--- config.mk ---
export PLATFORM = sky130hd
export DESIGN_NAME = bank_mapper_with_scanline_irq_flat
export DESIGN_NICKNAME = d
export VERILOG_FILES = /design/src/bmsi_pkg.sv /design/src/bmsi_if.sv /design/src/bmsi_ram.sv /design/src/bmsi_mod.sv /design/src/bank_mapper_with_scanline_irq.sv /design/src/flat_wrapper.sv
export SDC_FILE = /design/constraint.sdc
export NUM_CORES = 1
export LEC_CHECK = 0
export ABC_AREA = 1
export ABC_CLOCK_PERIOD_IN_PS = 6410
export BUFFER_PORTS_ARGS = -buffer_cell sky130_fd_sc_hd__buf_2
export CORE_MARGIN = 2
export CORE_UTILIZATION = 30
export DETAILED_ROUTE_END_ITERATION = 12
export PLACE_DENSITY_LB_ADDON = 0.05
export SLEW_MARGIN = 5
export SYNTH_ARGS = -nofsm -noshare
export SYNTH_HDL_FRONTEND = slang
export SYNTH_SLANG_ARGS = --single-unit
--- constraint.sdc ---
create_clock -name clk -period 6.41 [get_ports clk]
set_input_delay 0.641 -clock clk [delete_from_list [all_inputs] [get_ports clk]]
set_output_delay 0.641 -clock clk [all_outputs]
set_load 0.01 [all_outputs]
--- src/bmsi_pkg.sv ---
// Shared constants, codes and types of the bank mapper
`default_nettype none
package bmsi_pkg;

    localparam int CMD_W      = 2;
    localparam int ADDR_W     = 16;
    localparam int DATA_W     = 8;
    localparam int OFFSET_W   = 21;
    localparam int COUNT_W    = 9;
    localparam int BANK_W     = 8;
    localparam int BANK_REGS  = 8;
    localparam int BANK_IDX_W = 3;
    localparam int CFG_IDX_W  = 1;

    localparam logic [CMD_W-1:0] CMD_WRITE = 2'd0;
    localparam logic [CMD_W-1:0] CMD_TICK  = 2'd1;
    localparam logic [CMD_W-1:0] CMD_PRG   = 2'd2;
    localparam logic [CMD_W-1:0] CMD_CHR   = 2'd3;

    localparam logic [ADDR_W-1:0] WR_DECODE_MASK = 16'hE001;
    localparam logic [ADDR_W-1:0] WR_BANK_SELECT = 16'h8000;
    localparam logic [ADDR_W-1:0] WR_BANK_DATA   = 16'h8001;
    localparam logic [ADDR_W-1:0] WR_MIRROR      = 16'hA000;
    localparam logic [ADDR_W-1:0] WR_IRQ_LATCH   = 16'hC000;
    localparam logic [ADDR_W-1:0] WR_IRQ_RELOAD  = 16'hC001;
    localparam logic [ADDR_W-1:0] WR_IRQ_DISABLE = 16'hE000;
    localparam logic [ADDR_W-1:0] WR_IRQ_ENABLE  = 16'hE001;

    localparam logic [CFG_IDX_W-1:0] CFG_PRG_COUNT = 1'd0;
    localparam logic [CFG_IDX_W-1:0] CFG_CHR_COUNT = 1'd1;

    localparam logic [COUNT_W-1:0] PRG_COUNT_RESET = 9'd32;
    localparam logic [COUNT_W-1:0] CHR_COUNT_RESET = 9'd128;

    localparam int PRG_SWAP_BIT   = 6;
    localparam int CHR_INVERT_BIT = 7;

    localparam logic [BANK_IDX_W-1:0] REG_PRG_A = 3'd6;
    localparam logic [BANK_IDX_W-1:0] REG_PRG_B = 3'd7;

    typedef struct packed {
        logic               start;
        logic [BANK_W-1:0]  dividend;
        logic [COUNT_W-1:0] divisor;
    } mod_req_t;

    typedef struct packed {
        logic               done;
        logic [COUNT_W-1:0] remainder;
    } mod_rsp_t;

endpackage
`default_nettype wire

--- src/bmsi_if.sv ---
// Item, result and configuration channel interfaces
`default_nettype none
interface bmsi_item_if;
    import bmsi_pkg::*;
    logic              valid;
    logic              ready;
    logic [CMD_W-1:0]  cmd;
    logic [ADDR_W-1:0] address;
    logic [DATA_W-1:0] write_data;

    modport source (output valid, output cmd, output address, output write_data, input ready);
    modport sink   (input valid, input cmd, input address, input write_data, output ready);
endinterface

interface bmsi_result_if;
    import bmsi_pkg::*;
    logic                valid;
    logic                ready;
    logic [OFFSET_W-1:0] rom_offset;
    logic                irq_line;
    logic                hmirror;

    modport source (output valid, output rom_offset, output irq_line,
                    output hmirror, input ready);
    modport sink   (input valid, input rom_offset, input irq_line,
                    input hmirror, output ready);
endinterface

interface bmsi_cfg_if;
    import bmsi_pkg::*;
    logic                 valid;
    logic                 ready;
    logic [CFG_IDX_W-1:0] index;
    logic [COUNT_W-1:0]   data;

    modport source (output valid, output index, output data, input ready);
    modport sink   (input valid, input index, input data, output ready);
endinterface
`default_nettype wire

--- src/bmsi_ram.sv ---
// Generic single-write, single-read RAM with registered read data
`default_nettype none
module bmsi_ram #(
    parameter int WIDTH = bmsi_pkg::BANK_W,
    parameter int DEPTH = bmsi_pkg::BANK_REGS
) (
    input  wire logic                     clk,
    input  wire logic                     we,
    input  wire logic [$clog2(DEPTH)-1:0] waddr,
    input  wire logic [WIDTH-1:0]         wdata,
    input  wire logic                     re,
    input  wire logic [$clog2(DEPTH)-1:0] raddr,
    output logic      [WIDTH-1:0]         rdata
);
    logic [WIDTH-1:0] mem [DEPTH];

    always_ff @(posedge clk)
    begin
        if (we)
        begin
            mem[waddr] <= wdata;
        end
        if (re)
        begin
            rdata <= mem[raddr];
        end
    end
endmodule
`default_nettype wire

--- src/bmsi_mod.sv ---
// Bit-serial remainder unit: bank number modulo bank count
`default_nettype none
module bmsi_mod (
    input  wire logic                clk,
    input  wire logic                rst_n,
    input  wire bmsi_pkg::mod_req_t  req,
    output bmsi_pkg::mod_rsp_t       rsp
);
    import bmsi_pkg::*;

    localparam int STEP_W = $clog2(BANK_W);

    logic                busy_reg;
    logic                done_reg;
    logic [STEP_W-1:0]   step_reg;
    logic [COUNT_W-1:0]  rem_reg;
    logic [COUNT_W-1:0]  rem_next;
    logic [BANK_W-1:0]   shift_reg;
    logic [COUNT_W-1:0]  divisor_reg;
    logic [COUNT_W:0]    trial;

    // one restoring step: bring in next dividend bit, subtract if it fits
    always_comb
    begin
        trial = {rem_reg, shift_reg[BANK_W-1]};
        if (trial >= {1'b0, divisor_reg})
        begin
            rem_next = COUNT_W'(trial - {1'b0, divisor_reg});
        end
        else
        begin
            rem_next = trial[COUNT_W-1:0];
        end
    end

    always_ff @(posedge clk or negedge rst_n)
    begin
        if (!rst_n)
        begin
            busy_reg <= 1'b0;
            done_reg <= 1'b0;
            step_reg <= '0;
        end
        else
        begin
            done_reg <= busy_reg && (step_reg == '0);
            if (req.start)
            begin
                busy_reg <= 1'b1;
                step_reg <= STEP_W'(BANK_W - 1);
            end
            else if (busy_reg)
            begin
                if (step_reg == '0)
                begin
                    busy_reg <= 1'b0;
                end
                step_reg <= step_reg - 1'b1;
            end
        end
    end

    always_ff @(posedge clk)
    begin
        if (req.start)
        begin
            rem_reg     <= '0;
            shift_reg   <= req.dividend;
            divisor_reg <= req.divisor;
        end
        else if (busy_reg)
        begin
            rem_reg   <= rem_next;
            shift_reg <= {shift_reg[BANK_W-2:0], 1'b0};
        end
    end

    assign rsp.done      = done_reg;
    assign rsp.remainder = rem_reg;
endmodule
`default_nettype wire

--- src/bank_mapper_with_scanline_irq.sv ---
// Register writes, ticks and lookups that need no bank register (out of range, fixed
//   bank, or a bank count of 0 or 1) go from EXEC straight to OUT; lookups through a
//   bank register first wait in DIV for the bit-serial remainder unit.
// No new item is taken until the last result is loaded into the output register; the
//   remainder unit works one bit per cycle over 8 bits.
// Reset: all mapper state cleared, bank counts back to 32 and 128, no clearing pass.
`default_nettype none
module bank_mapper_with_scanline_irq (
    input  wire logic     clk,
    input  wire logic     rst_n,
    bmsi_item_if.sink     item,
    bmsi_result_if.source result,
    bmsi_cfg_if.sink      cfg
);
    import bmsi_pkg::*;

    localparam logic [1:0] ST_IDLE = 2'd0;
    localparam logic [1:0] ST_EXEC = 2'd1;
    localparam logic [1:0] ST_DIV  = 2'd2;
    localparam logic [1:0] ST_OUT  = 2'd3;

    logic [1:0]            state_reg;
    logic [CMD_W-1:0]      cmd_reg;
    logic [ADDR_W-1:0]     addr_reg;
    logic [DATA_W-1:0]     data_reg;

    logic [COUNT_W-1:0]    prg_count_reg;
    logic [COUNT_W-1:0]    chr_count_reg;

    logic [BANK_W-1:0]     bank_select_reg;
    logic [BANK_REGS-1:0]  written_reg;
    logic                  rd_written_reg;
    logic [7:0]            irq_latch_reg;
    logic [7:0]            irq_counter_reg;
    logic [7:0]            irq_counter_next;
    logic                  reload_reg;
    logic                  irq_en_reg;
    logic                  irq_pend_reg;
    logic                  mirror_reg;

    logic [OFFSET_W-1:0]   offset_reg;
    logic                  out_valid_reg;
    logic [OFFSET_W-1:0]   out_offset_reg;
    logic                  out_irq_reg;
    logic                  out_mirror_reg;

    logic                  accept;
    logic                  out_free;
    logic [BANK_IDX_W-1:0] rd_idx;
    logic [2:0]            in_chr_win;
    logic [BANK_W-1:0]     ram_rdata;
    logic [BANK_W-1:0]     bank_data;
    logic                  ram_we;
    logic [ADDR_W-1:0]     wr_code;

    logic [1:0]            prg_win;
    logic                  prg_swap;
    logic                  prg_fixed;
    logic [COUNT_W-1:0]    prg_fixed_bank;
    logic [2:0]            chr_win;
    logic [BANK_W-1:0]     chr_bank;
    logic [OFFSET_W-1:0]   exec_offset;
    logic [OFFSET_W-1:0]   div_offset;

    mod_req_t              mod_req;
    mod_rsp_t              mod_rsp;

    assign accept   = item.valid && item.ready;
    assign out_free = !out_valid_reg || result.ready;

    assign item.ready = (state_reg == ST_IDLE);
    assign cfg.ready  = 1'b1;

    assign result.valid      = out_valid_reg;
    assign result.rom_offset = out_offset_reg;
    assign result.irq_line   = out_irq_reg;
    assign result.hmirror    = out_mirror_reg;

    // bank register that the incoming lookup needs
    assign in_chr_win = item.address[12:10] ^ {bank_select_reg[CHR_INVERT_BIT], 2'b00};
    always_comb
    begin
        if (item.cmd == CMD_PRG)
        begin
            rd_idx = (item.address[14:13] == 2'd1) ? REG_PRG_B : REG_PRG_A;
        end
        else if (in_chr_win[2])
        begin
            rd_idx = in_chr_win - 3'd2;
        end
        else
        begin
            rd_idx = {2'b00, in_chr_win[1]};
        end
    end

    assign wr_code = addr_reg & WR_DECODE_MASK;
    assign ram_we  = (state_reg == ST_EXEC) && (cmd_reg == CMD_WRITE)
                     && (wr_code == WR_BANK_DATA);

    bmsi_ram #(
        .WIDTH (BANK_W),
        .DEPTH (BANK_REGS)
    ) u_bank_ram (
        .clk   (clk),
        .we    (ram_we),
        .waddr (bank_select_reg[BANK_IDX_W-1:0]),
        .wdata (data_reg),
        .re    (accept),
        .raddr (rd_idx),
        .rdata (ram_rdata)
    );

    // never-written entries read as their reset value
    assign bank_data = rd_written_reg ? ram_rdata : '0;

    assign prg_win        = addr_reg[14:13];
    assign prg_swap       = bank_select_reg[PRG_SWAP_BIT];
    assign prg_fixed      = (prg_win == 2'd3) || ((prg_win == 2'd0) && prg_swap)
                            || ((prg_win == 2'd2) && !prg_swap);
    assign prg_fixed_bank = (prg_win == 2'd3) ? (prg_count_reg - 9'd1)
                                              : (prg_count_reg - 9'd2);
    assign chr_win        = addr_reg[12:10] ^ {bank_select_reg[CHR_INVERT_BIT], 2'b00};
    assign chr_bank       = chr_win[2] ? bank_data : {bank_data[BANK_W-1:1], chr_win[0]};

    // counts of 0 or 1 leave bank 0; fixed banks are already below the count
    always_comb
    begin
        exec_offset      = '0;
        mod_req.start    = 1'b0;
        mod_req.dividend = bank_data;
        mod_req.divisor  = prg_count_reg;
        case (cmd_reg)
            CMD_PRG:
            begin
                if (addr_reg[15])
                begin
                    if (prg_count_reg <= 9'd1)
                    begin
                        exec_offset = {8'd0, addr_reg[12:0]};
                    end
                    else if (prg_fixed)
                    begin
                        exec_offset = {prg_fixed_bank[7:0], addr_reg[12:0]};
                    end
                    else
                    begin
                        mod_req.start = (state_reg == ST_EXEC);
                    end
                end
            end
            CMD_CHR:
            begin
                mod_req.dividend = chr_bank;
                mod_req.divisor  = chr_count_reg;
                if (addr_reg[15:13] == 3'd0)
                begin
                    if (chr_count_reg <= 9'd1)
                    begin
                        exec_offset = {11'd0, addr_reg[9:0]};
                    end
                    else
                    begin
                        mod_req.start = (state_reg == ST_EXEC);
                    end
                end
            end
            default:
            begin
                exec_offset = '0;
            end
        endcase
    end

    bmsi_mod u_mod (
        .clk   (clk),
        .rst_n (rst_n),
        .req   (mod_req),
        .rsp   (mod_rsp)
    );

    assign div_offset = (cmd_reg == CMD_PRG)
                        ? {mod_rsp.remainder[7:0], addr_reg[12:0]}
                        : {2'b00, mod_rsp.remainder, addr_reg[9:0]};

    // scanline counter: reload on zero or request, else count down
    assign irq_counter_next = ((irq_counter_reg == 8'd0) || reload_reg)
                              ? irq_latch_reg : irq_counter_reg - 8'd1;

    always_ff @(posedge clk or negedge rst_n)
    begin
        if (!rst_n)
        begin
            state_reg       <= ST_IDLE;
            prg_count_reg   <= PRG_COUNT_RESET;
            chr_count_reg   <= CHR_COUNT_RESET;
            bank_select_reg <= '0;
            written_reg     <= '0;
            irq_latch_reg   <= '0;
            irq_counter_reg <= '0;
            reload_reg      <= 1'b0;
            irq_en_reg      <= 1'b0;
            irq_pend_reg    <= 1'b0;
            mirror_reg      <= 1'b0;
            out_valid_reg   <= 1'b0;
        end
        else
        begin
            if (cfg.valid)
            begin
                case (cfg.index)
                    CFG_PRG_COUNT: prg_count_reg <= cfg.data;
                    CFG_CHR_COUNT: chr_count_reg <= cfg.data;
                    default:       prg_count_reg <= prg_count_reg;
                endcase
            end

            // a new result loaded in the same cycle keeps valid high
            if (out_valid_reg && result.ready && !((state_reg == ST_OUT) && out_free))
            begin
                out_valid_reg <= 1'b0;
            end

            case (state_reg)
                ST_IDLE:
                begin
                    if (accept)
                    begin
                        state_reg <= ST_EXEC;
                    end
                end
                ST_EXEC:
                begin
                    state_reg <= mod_req.start ? ST_DIV : ST_OUT;
                    if (cmd_reg == CMD_TICK)
                    begin
                        irq_counter_reg <= irq_counter_next;
                        reload_reg      <= 1'b0;
                        if ((irq_counter_next == 8'd0) && irq_en_reg)
                        begin
                            irq_pend_reg <= 1'b1;
                        end
                    end
                    else if (cmd_reg == CMD_WRITE)
                    begin
                        case (wr_code)
                            WR_BANK_SELECT: bank_select_reg <= data_reg;
                            WR_BANK_DATA:
                                written_reg[bank_select_reg[BANK_IDX_W-1:0]] <= 1'b1;
                            WR_MIRROR:      mirror_reg <= data_reg[0];
                            WR_IRQ_LATCH:   irq_latch_reg <= data_reg;
                            WR_IRQ_RELOAD:  reload_reg <= 1'b1;
                            WR_IRQ_DISABLE:
                            begin
                                irq_en_reg   <= 1'b0;
                                irq_pend_reg <= 1'b0;
                            end
                            WR_IRQ_ENABLE:  irq_en_reg <= 1'b1;
                            default:        mirror_reg <= mirror_reg;
                        endcase
                    end
                end
                ST_DIV:
                begin
                    if (mod_rsp.done)
                    begin
                        state_reg <= ST_OUT;
                    end
                end
                ST_OUT:
                begin
                    if (out_free)
                    begin
                        out_valid_reg <= 1'b1;
                        state_reg     <= ST_IDLE;
                    end
                end
                default:
                begin
                    state_reg <= ST_IDLE;
                end
            endcase
        end
    end

    always_ff @(posedge clk)
    begin
        if (accept)
        begin
            cmd_reg        <= item.cmd;
            addr_reg       <= item.address;
            data_reg       <= item.write_data;
            rd_written_reg <= written_reg[rd_idx];
        end
        if (state_reg == ST_EXEC)
        begin
            offset_reg <= exec_offset;
        end
        else if ((state_reg == ST_DIV) && mod_rsp.done)
        begin
            offset_reg <= div_offset;
        end
        if ((state_reg == ST_OUT) && out_free)
        begin
            out_offset_reg <= offset_reg;
            out_irq_reg    <= irq_pend_reg;
            out_mirror_reg <= mirror_reg;
        end
    end
endmodule
`default_nettype wire

--- src/flat_wrapper.sv ---
// flat-port wrapper written by rule: the top's interface ports become plain ports
module bank_mapper_with_scanline_irq_flat import bmsi_pkg::*;
  (clk, rst_n, item_valid, item_cmd, item_address, item_write_data, item_ready, result_valid, result_rom_offset, result_irq_line, result_hmirror, result_ready, cfg_valid, cfg_index, cfg_data, cfg_ready);
  bmsi_item_if item_i ();
  bmsi_result_if result_i ();
  bmsi_cfg_if cfg_i ();
  input  wire logic clk;
  input  wire logic rst_n;
  input wire logic [$bits(item_i.valid)-1:0] item_valid;
  input wire logic [$bits(item_i.cmd)-1:0] item_cmd;
  input wire logic [$bits(item_i.address)-1:0] item_address;
  input wire logic [$bits(item_i.write_data)-1:0] item_write_data;
  output wire logic [$bits(item_i.ready)-1:0] item_ready;
  output wire logic [$bits(result_i.valid)-1:0] result_valid;
  output wire logic [$bits(result_i.rom_offset)-1:0] result_rom_offset;
  output wire logic [$bits(result_i.irq_line)-1:0] result_irq_line;
  output wire logic [$bits(result_i.hmirror)-1:0] result_hmirror;
  input wire logic [$bits(result_i.ready)-1:0] result_ready;
  input wire logic [$bits(cfg_i.valid)-1:0] cfg_valid;
  input wire logic [$bits(cfg_i.index)-1:0] cfg_index;
  input wire logic [$bits(cfg_i.data)-1:0] cfg_data;
  output wire logic [$bits(cfg_i.ready)-1:0] cfg_ready;
  assign item_i.valid = item_valid;
  assign item_i.cmd = item_cmd;
  assign item_i.address = item_address;
  assign item_i.write_data = item_write_data;
  assign item_ready = item_i.ready;
  assign result_valid = result_i.valid;
  assign result_rom_offset = result_i.rom_offset;
  assign result_irq_line = result_i.irq_line;
  assign result_hmirror = result_i.hmirror;
  assign result_i.ready = result_ready;
  assign cfg_i.valid = cfg_valid;
  assign cfg_i.index = cfg_index;
  assign cfg_i.data = cfg_data;
  assign cfg_ready = cfg_i.ready;
  bank_mapper_with_scanline_irq u_core (.clk(clk), .rst_n(rst_n), .item(item_i), .result(result_i), .cfg(cfg_i));
endmodule
==> out/summary.txt <==
Placer Congestion -> 0.796
status -> completed
switch share -> 32.7%
Max VDD drop -> 247 uV
DRT iter0 DRCs -> 329
slew margin rel. -> 34.4%
DR vias -> 6,856
Reg power frac -> 41.8%
area grow syn2layout -> 17.9%
CP max-delay cell -> nor2_1
die footprint -> 0.0354 mm2
via count of the first global-routing pass -> 7,002
die height -> 188 um
Worst path top cell family by delay -> simple AND/OR/NAND/NOR gates
WP buf/inv -> 2
crit-path cells -> inv_1 > ha_1 > nand2_1 > nor2_1 > inv_2 > nor3_4 > and2_1 > nand2_1 > nor2_1
minimum clock period -> 2860 ps
root buffer cell -> clkbuf_16
RSZ-0062 raised after global routing -> no
TNS Setup -> 0 ps
FMAX -> 0.349 GHz
Pint -> 3.57 mW
CP arrival -> 3040 ps
via/cell ratio -> 4.49
Final period util -> 44.7%
logic gate share of total power -> 24.7%
CTS H-tree depth -> 1
max-slew violation count -> 0
Largest stage delay, worst path -> 600 ps
PD cells -> 443 mW/mm2
Avg Cell Area, Syn -> 10.3 um2
Place WS -> 3490 ps
HPWL Detailed -> 18.0 mm
Routed Antenna Nets -> 0
Post-Syn Instances -> 985
Ys Warns -> 0
Overall Global Routing Usage -> 14.9%
worst slew pin tran -> 985 ps
DR DRC count -> 0
Mapped Area -> 0.0102 mm2
io pins -> 67
CTS Sinks -> 228
initial core utilization -> 30.4%
CTS max path bufs -> 3
Leakage -> 5.09 nW
PortBufs -> 65
Routed WL per cell -> 16.9 um
top-area cell type share of the netlist area -> 47.2%
core area -> 0.0334 mm2
sequential share of the synthesized area -> 63.5%
Post-synth EDFFs -> 160
Post-synth ARST share -> 25.9%
# fillers -> 3,404
Resized cells post-CTS -> 0
area leader, netlist -> edfxtp_1
clock slew at reported path FFs -> 60 ps
drt pass-1 iters -> 4
Yosys cell types -> 50
global route overflow -> 0
flops & latches, synth -> 228
# rows -> 67
Crit Path Category -> flop to flop
Max Cap Viol -> 0
Final Skew -> 13.2 ps
first-pass GRT wire length -> 40.7 mm
slack of the critical path -> 3550 ps
Post-Route WL -> 25.8 mm
crit path max fanout -> 9
Worst Path Required -> 6590 ps
top post-synthesis cells by area -> edfxtp_1 47%, dfrtp_1 14%, nand2_1 8.9%
setup violators final -> 0
# hold bufs at CTS -> 0
syn_nets -> 1,047
Num CTS Buffers -> 28
largest net degree at the start of global routing -> 65
Ant. Diodes -> 0
initial antenna violation count -> 0
buffer count from post-CTS setup fixing -> 0
Hold Vio Cnt, Final -> 0
layout cells sized above 1 -> 13.4%
CTS tree -> yes
Main synth FF type -> edfxtp_1
Worst-Skew Late Latency -> 550 ps
Final #Nets -> 1,118
max reg flops -> 64
Startpoint Class -> flop
HP Class -> input pin to flop
clock share of power -> 33.6%
Die W -> 188 um
Worst setup EP type -> flop
NetSw -> 1.73 mW
synthesized netlist by cell type, types with 2 or more instances:
cell type	count
a211oi_1	4
a21o_1	2
a21oi_1	14
a31oi_1	4
buf_1	2
buf_2	5
buf_4	6
buf_6	3
clkbuf_1	9
dfrtp_1	57
dfstp_2	2
dfxtp_1	9
edfxtp_1	160
ha_1	20
inv_1	126
inv_2	5
mux2_2	3
nand2_1	241
nand2_2	4
nand2_4	3
nand3_1	49
nand3b_1	2
nand4_1	8
nor2_1	82
nor2_4	2
nor3_1	3
o211ai_1	21
o21ai_0	81
o21ai_1	10
o21ai_4	2
o22ai_1	13
or2_1	6
xnor2_1	3
xor2_1	8
metal layers:
metal | wire length, um | global-route usage, % | up-vias
li1 | - | - | 3449
met1 | 12100 | 20.6 | 3259
met2 | 12000 | 24.2 | 114
met3 | 1170 | 2.47 | 34
met4 | 513 | 3.79 | 0
met5 | 0 | 0 | -
power groups by stage:
stage	Sequential (mW)	Combinational, mW	Clock [mW]
after global placement	2.25	1.35	0
after CTS	2.23	1.34	1.84
after detailed placement	2.25	1.34	0
after floorplan	2.18	0.944	0
final	2.22	1.31	1.78
after global routing	2.26	1.52	1.91
placed cells by master, fill, tap and decap left out, types with 6 or more instances in the layout:
cell type and instances:
dfxtp_1 9, xor2_1 8, edfxtp_1 160, inv_1 125, o22ai_1 13, o21ai_0 81, o211ai_1 21, nand3_1 49
or2_1 6, dfrtp_1 57, nor2_1 82, ha_1 20, inv_2 6, o21ai_1 10, nand2_1 241, nand4_1 8
bufinv_16 8, clkbuf_16 28, a21oi_1 13, buf_2 65
kinds of logic (layout without fill, tap and decap cells):
logic type               Yosys count  after routing  synth area share (%)
flip-flops                       228            228                  63.5
adder cells (fa/ha/maj)           21             21                  2.66
other                              1              1                0.0369
buffers and inverters            156            249                  6.26
multiplexers                       3              3                 0.332
XOR/XNOR                          11             11                 0.947
AND/OR/NAND/NOR                  406            406                  16.8
AO/OA/AOI/OAI                    159            159                  9.42
metrics by stage:
step	std cells	total power, mW	hold slack [ps]	utilization (%)	area (um2)
detailed placement	1474	3.59	405	32.7	10900
finish	1526	5.31	265	35.9	12000
floorplan	985	3.13	345	-	10200
global route	1526	5.69	237	35.9	12000
global placement	1474	3.60	400	32.7	10900
CTS	1526	5.40	230	35.9	12000
path summary, 6_finish.rpt:
kind,from,endpoint,slack (ps),cells past startpoint
setup / recovery,u_core.state_reg[1],u_core.u_bank_ram.mem[5][7],3550,9
hold / removal,item_address[4],u_core.addr_reg[4],260,1
setup reg to reg,u_core.state_reg[1],u_core.u_bank_ram.mem[5][7],3550,9
hold reg to reg,u_core.offset_reg[18],u_core.result.rom_offset[18],420,0
max in group asynchronous,rst_n,u_core.bank_select_reg[6],5550,2
min in group asynchronous,rst_n,u_core.irq_counter_reg[3],300,2
layout make-up:
cell class,count,area (um2),area share [%]
clock buffers,34,743,6.20
clock inverters,18,314,2.62
inverters,131,492,4.10
multi-input cells,601,3090,25.7
flip-flops and latches,228,6460,53.9
well taps,448,561,4.67
repair buffers,66,333,2.78
No activity file was read; power rests on OpenSTA's default activity.
